[config.mk]
export PLATFORM = sky130hd
export DESIGN_NAME = weo_mul
export DESIGN_NICKNAME = d
export VERILOG_FILES = /design/src/rtl/weo_pkg.sv /design/src/rtl/weo_mul.sv
export SDC_FILE = /design/constraint.sdc
export NUM_CORES = 2
export LEC_CHECK = 0
export ABC_AREA = 1
export BUFFER_PORTS_ARGS = -buffer_cell sky130_fd_sc_hd__buf_2
export CAP_MARGIN = 20
export CORE_MARGIN = 2
export CORE_UTILIZATION = 40
export DETAILED_ROUTE_END_ITERATION = 10
export PLACE_DENSITY = 0.51
export SLEW_MARGIN = 10
export SYNTH_ARGS = -nofsm -noshare
export SYNTH_HDL_FRONTEND = slang
export SYNTH_SLANG_ARGS = --single-unit
[constraint.sdc]
create_clock -name clk -period 9.4 [get_ports clk]
set_clock_uncertainty 0.05 [all_clocks]
set_input_delay 1.88 -clock clk [delete_from_list [all_inputs] [get_ports clk]]
set_output_delay 1.88 -clock clk [all_outputs]
set_load 0.02 [all_outputs]
[src/rtl/weo_pkg.sv]
// Package: shared types, constants, register indexes and sine table for the odometry block.
`timescale 1ns / 1ps
package weo_pkg;

  localparam int SINE_DEPTH = 1024;
  localparam int IDX_W      = $clog2(SINE_DEPTH);
  localparam int ANGLE_STEP = 65536 / SINE_DEPTH;
  localparam longint unsigned PI_Q30 = 64'd3373259426;

  localparam int MUL_W  = 34;
  localparam int PROD_W = 2 * MUL_W;

  typedef logic signed [MUL_W-1:0]  mul_op_t;
  typedef logic signed [PROD_W-1:0] mul_prod_t;
  typedef logic signed [15:0]       trig_t;
  typedef trig_t sine_tab_t [SINE_DEPTH];

  // Configuration register indexes
  typedef enum logic [1:0] {
    REG_COUNT_MODULUS = 2'd0,
    REG_HALF_COUNT    = 2'd1,
    REG_SPEED_GAIN    = 2'd2,
    REG_PERIOD_GAIN   = 2'd3
  } reg_idx_t;

  // Sequencer states
  typedef enum logic [3:0] {
    ST_IDLE,
    ST_DIFF,
    ST_MUL_L,
    ST_MUL_R,
    ST_SAT_R,
    ST_MUL_S,
    ST_STEP,
    ST_MUL_X,
    ST_MUL_Y,
    ST_ACC_Y,
    ST_FIN
  } state_t;

  // Quarter-wave sine in Q1.15, Taylor series to the ninth power
  function automatic longint unsigned quarter_sine(input longint unsigned r);
    longint unsigned x;
    longint unsigned x2;
    longint unsigned term;
    longint unsigned acc;
    x    = (r * PI_Q30) >> 15;
    x2   = (x * x) >> 30;
    term = x;
    acc  = x;
    term = ((term * x2) >> 30) / 6;
    acc  = acc - term;
    term = ((term * x2) >> 30) / 20;
    acc  = acc + term;
    term = ((term * x2) >> 30) / 42;
    acc  = acc - term;
    term = ((term * x2) >> 30) / 72;
    acc  = acc + term;
    acc  = (acc + 64'd16384) >> 15;
    if (acc > 64'd32767) acc = 64'd32767;
    return acc;
  endfunction

  // Full-wave table from quadrant mirroring and negation
  function automatic sine_tab_t build_sine_tab();
    sine_tab_t       tab;
    longint unsigned b;
    longint unsigned r;
    longint unsigned v;
    for (int i = 0; i < SINE_DEPTH; i++) begin
      b = longint'(i) * ANGLE_STEP;
      r = b & 64'h3FFF;
      if (b[14]) r = 64'd16384 - r;
      v = quarter_sine(r);
      tab[i] = b[15] ? -$signed(v[15:0]) : $signed(v[15:0]);
    end
    return tab;
  endfunction

  localparam sine_tab_t SINE_TAB = build_sine_tab();

endpackage

[src/rtl/weo_mul.sv]
// Shared signed multiplier with registered product.
`timescale 1ns / 1ps
module weo_mul import weo_pkg::*; (
  input  logic      clk,
  input  mul_op_t   a,
  input  mul_op_t   b,
  output mul_prod_t p
);

  // Register the product for the next sequencer step
  always_ff @(posedge clk) begin
    p <= a * b;
  end

endmodule

==> results by group <==
Routing
  • DR DRC count: 0
  • DR vias: roughly 35000
  • Antenna viol nets, final: 0
  • Via density: 4.59
  • Routed length per instance: 18.5 microns
  • Total wire length: around 140 mm
  • Iteration-0 DRC Markers: ~1900
  • Drt first pass iters: 5

GRT
  • First-pass GRT wire length: between 200 and 250 mm
  • Number of global-route vias before repair: 38130
  • Met2 usage: 0.435
  • GRT Util Overall: 0.248
  • Met3 Usage GRT: 0.0179
  • Grt ovf: 0
  • GRT busiest layer: met2
  • GR Util met1: 0.335
  • Initial antenna violation count: 5
  • Maximum number of pins on one net before global-route repair: 35

Clock tree
  • Clock Sinks: 68
  • Clk buf depth: 2
  • Postcts setup bufs: 0
  • CTS resizes: 0
  • CTS tree: built
  • Root Driver: clkbuf_16
  • CTS clock-pin slew for the worst setup and hold paths: 60 ps
  • # H-tree levels: 3
  • CTS buffer count: 9
  • CTS Hold Bufs: 0

Synthesis
  • Syn. warnings: 0
  • Synth Area in XOR/XNOR: 0.00663
  • Cell variety after synth: 32
  • Simple-gate share of the synthesized area: 0.166
  • Syn Nets: approximately 7500
  • Number of synthesized register bits: between 60 and 70
  • Complex-gate fraction of the synthesized area: 0.0113
  • Top_reg_cell synth: dfxtp_1
  • Sequential fraction of the synthesis area: 0.0295
  • Cell taking the most area after synthesis: fa_1
  • Largest family of logic cells by synthesized area: adder cells
  • Cell Area, Synth: 46200 sq um
  • Post-synthesis area per instance: between 7 and 8 sq um
  • Async S/R FF share, synth: 0
  • Cells after Synth: 5972
  • Post-synthesis adder-cell area fraction: 0.593
  • Top cells by area, synth: fa_1, inv_1, nand2_1
  • Post-synthesis mux area share: 0
  • Share of the synthesized area in the top cell type: 0.537
  • Post-synth EDFFs: 0

Floorplan
  • Starting density of the core: 0.404
  • Die H: 344 microns
  • Io pins: 137
  • Chip Width: 344 microns
  • Die area: 118000 sq um
  • Std-Cell Rows: 124
  • Core footprint: 115000 sq um

Setup path
  • Maximum fanout along the worst path: 34
  • Worst EP arrival: 9000 ps
  • CP required: 9590 ps
  • Crit path kind: input pin to flop
  • Crit end category: flop
  • Startpoint Class: input pin

Finish
  • Multi-input gate area: 35900 sq um
  • Biggest register: p
  • Biggest regs: p (68)
  • Nets: 7509
  • Fillers: 11887
  • Number of flip-flops in the largest register: 68
  • Area Growth Syn to Fin: 6.75%
  • Layout cells sized above 1: 0.0600
  • Register area: 1360 sq um

Timing
  • Final setup vio count: 0
  • TNS Setup: 0 ps
  • Worst slew margin: 0.355
  • Worst slew pin tran: approximately 970 ps
  • Slew Viols, Final: 0
  • Final min period: 8810 ps
  • RSZ-0062 raised after global routing: no
  • Period Utilization, post-route: 0.937
  • Final Hold Fails: 0
  • F_max: 113 MHz

Hold path
  • HP Class: input pin to flop

Run status
  • Outcome: finished, final reports clean

Placed design
  • Hpwl dp: ~120 mm
  • GP Congestion: 0.903
  • # port buffers: between 100 and 150

Job
  • Max-cap viol count: 0
## placed cells by master (no fill, tap or decap), types with 3 or more instances in the layout
| cell | Yosys | final |
|---|---|---|
| nand3_2 | 7 | 7 |
| a21oi_2 | 4 | 4 |
| nor3_1 | 15 | 15 |
| inv_2 | 3 | 3 |
| nor2_2 | 9 | 9 |
| ha_1 | 204 | 204 |
| o21bai_1 | 11 | 11 |
| nor3_2 | 5 | 5 |
| inv_1 | 2116 | 2116 |
| nor2_1 | 115 | 115 |
| nand4_1 | 19 | 19 |
| nand2_2 | 20 | 20 |
| buf_12 | 0 | 12 |
| nand2_1 | 1661 | 1661 |
| fa_1 | 1241 | 1241 |
| nand3b_1 | 3 | 3 |
| or2_2 | 8 | 8 |
| o21ai_0 | 18 | 18 |
| buf_2 | 0 | 136 |
| xor2_1 | 33 | 33 |
| nand3_1 | 70 | 70 |
| diode_2 | 0 | 4 |
| a21oi_1 | 59 | 59 |
| dfxtp_1 | 68 | 68 |
| clkbuf_16 | 0 | 9 |
| buf_4 | 0 | 135 |
## critical path, stage by stage
cell and delay, ps:
buf_2 700, nand2_1 110, inv_1 110, fa_1 450, inv_1 210, fa_1 490, inv_1 100, fa_1 670
inv_1 150, fa_1 530, fa_1 580, fa_1 430, fa_1 460, fa_1 480, inv_1 40, ha_1 370
nand2_1 150, nor2_1 200, inv_1 80, nor2_1 180, nand2_1 120, nor3_1 150, nand2_1 140, nand4_1 100
nand2_1 60
## through the flow
stage | utilization | instances | area (sq um) | worst slack (ps) | hold WS [ps]
final | 0.431 | 7516 | 49300 | 589 | 2090
after global routing | 0.431 | 7515 | 49300 | 193 | 2120
after CTS | 0.431 | 7512 | 49300 | 597 | 2090
after detailed placement | 0.428 | 7496 | 49000 | 274 | 2250
after global placement | 0.428 | 7496 | 49000 | 270 | 2250
after floorplan | - | 5972 | 46200 | 647 | 2110
## kinds of logic (layout without fill, tap and decap cells)
family                   after synthesis  after routing
flip-flops                            68             68
other                                  0              4
adder cells (fa/ha/maj)             1445           1445
AND/OR/NAND/NOR                     1939           1939
AO/OA/AOI/OAI                         95             95
buffers and inverters               2390           2418
XOR/XNOR                              35             35
## layer usage
metal,vias up,part of all wire
met1,17584,0.44
met2,751,0.50
met3,135,0.039
met5,-,0
li1,16056,-
met4,0,0.026
## Yosys cell counts, drive strengths merged, types with 8 or more instances
cell	number
nand3	77
o21bai	11
dfxtp	68
fa	1241
o21ai	19
or2	8
nor3	22
nand2	1683
clkbuf	269
nand4	19
inv	2119
a21oi	63
nor2	124
ha	204
xor2	33
## final cells by class
class | instances | share of cell area
multi-input combinational | 3514 | 0.727
inverter | 2119 | 0.161
timing repair buffer | 283 | 0.0392
tap | 1512 | 0.0383
sequential | 68 | 0.0276
clock buffer | 10 | 0.00484
clock inverter | 6 | 0.00129
antenna | 4 | 0.000203
## worst paths after layout
path / from / to / slack, ps / cells after the start
hold / removal: b[0] / p[0] / 2090 / 4
setup / recovery: b[18] / p[60] / 590 / 25
Power is not shown: default switching activity piles up to over one toggle a cycle in this logic, so the estimate is an artifact.
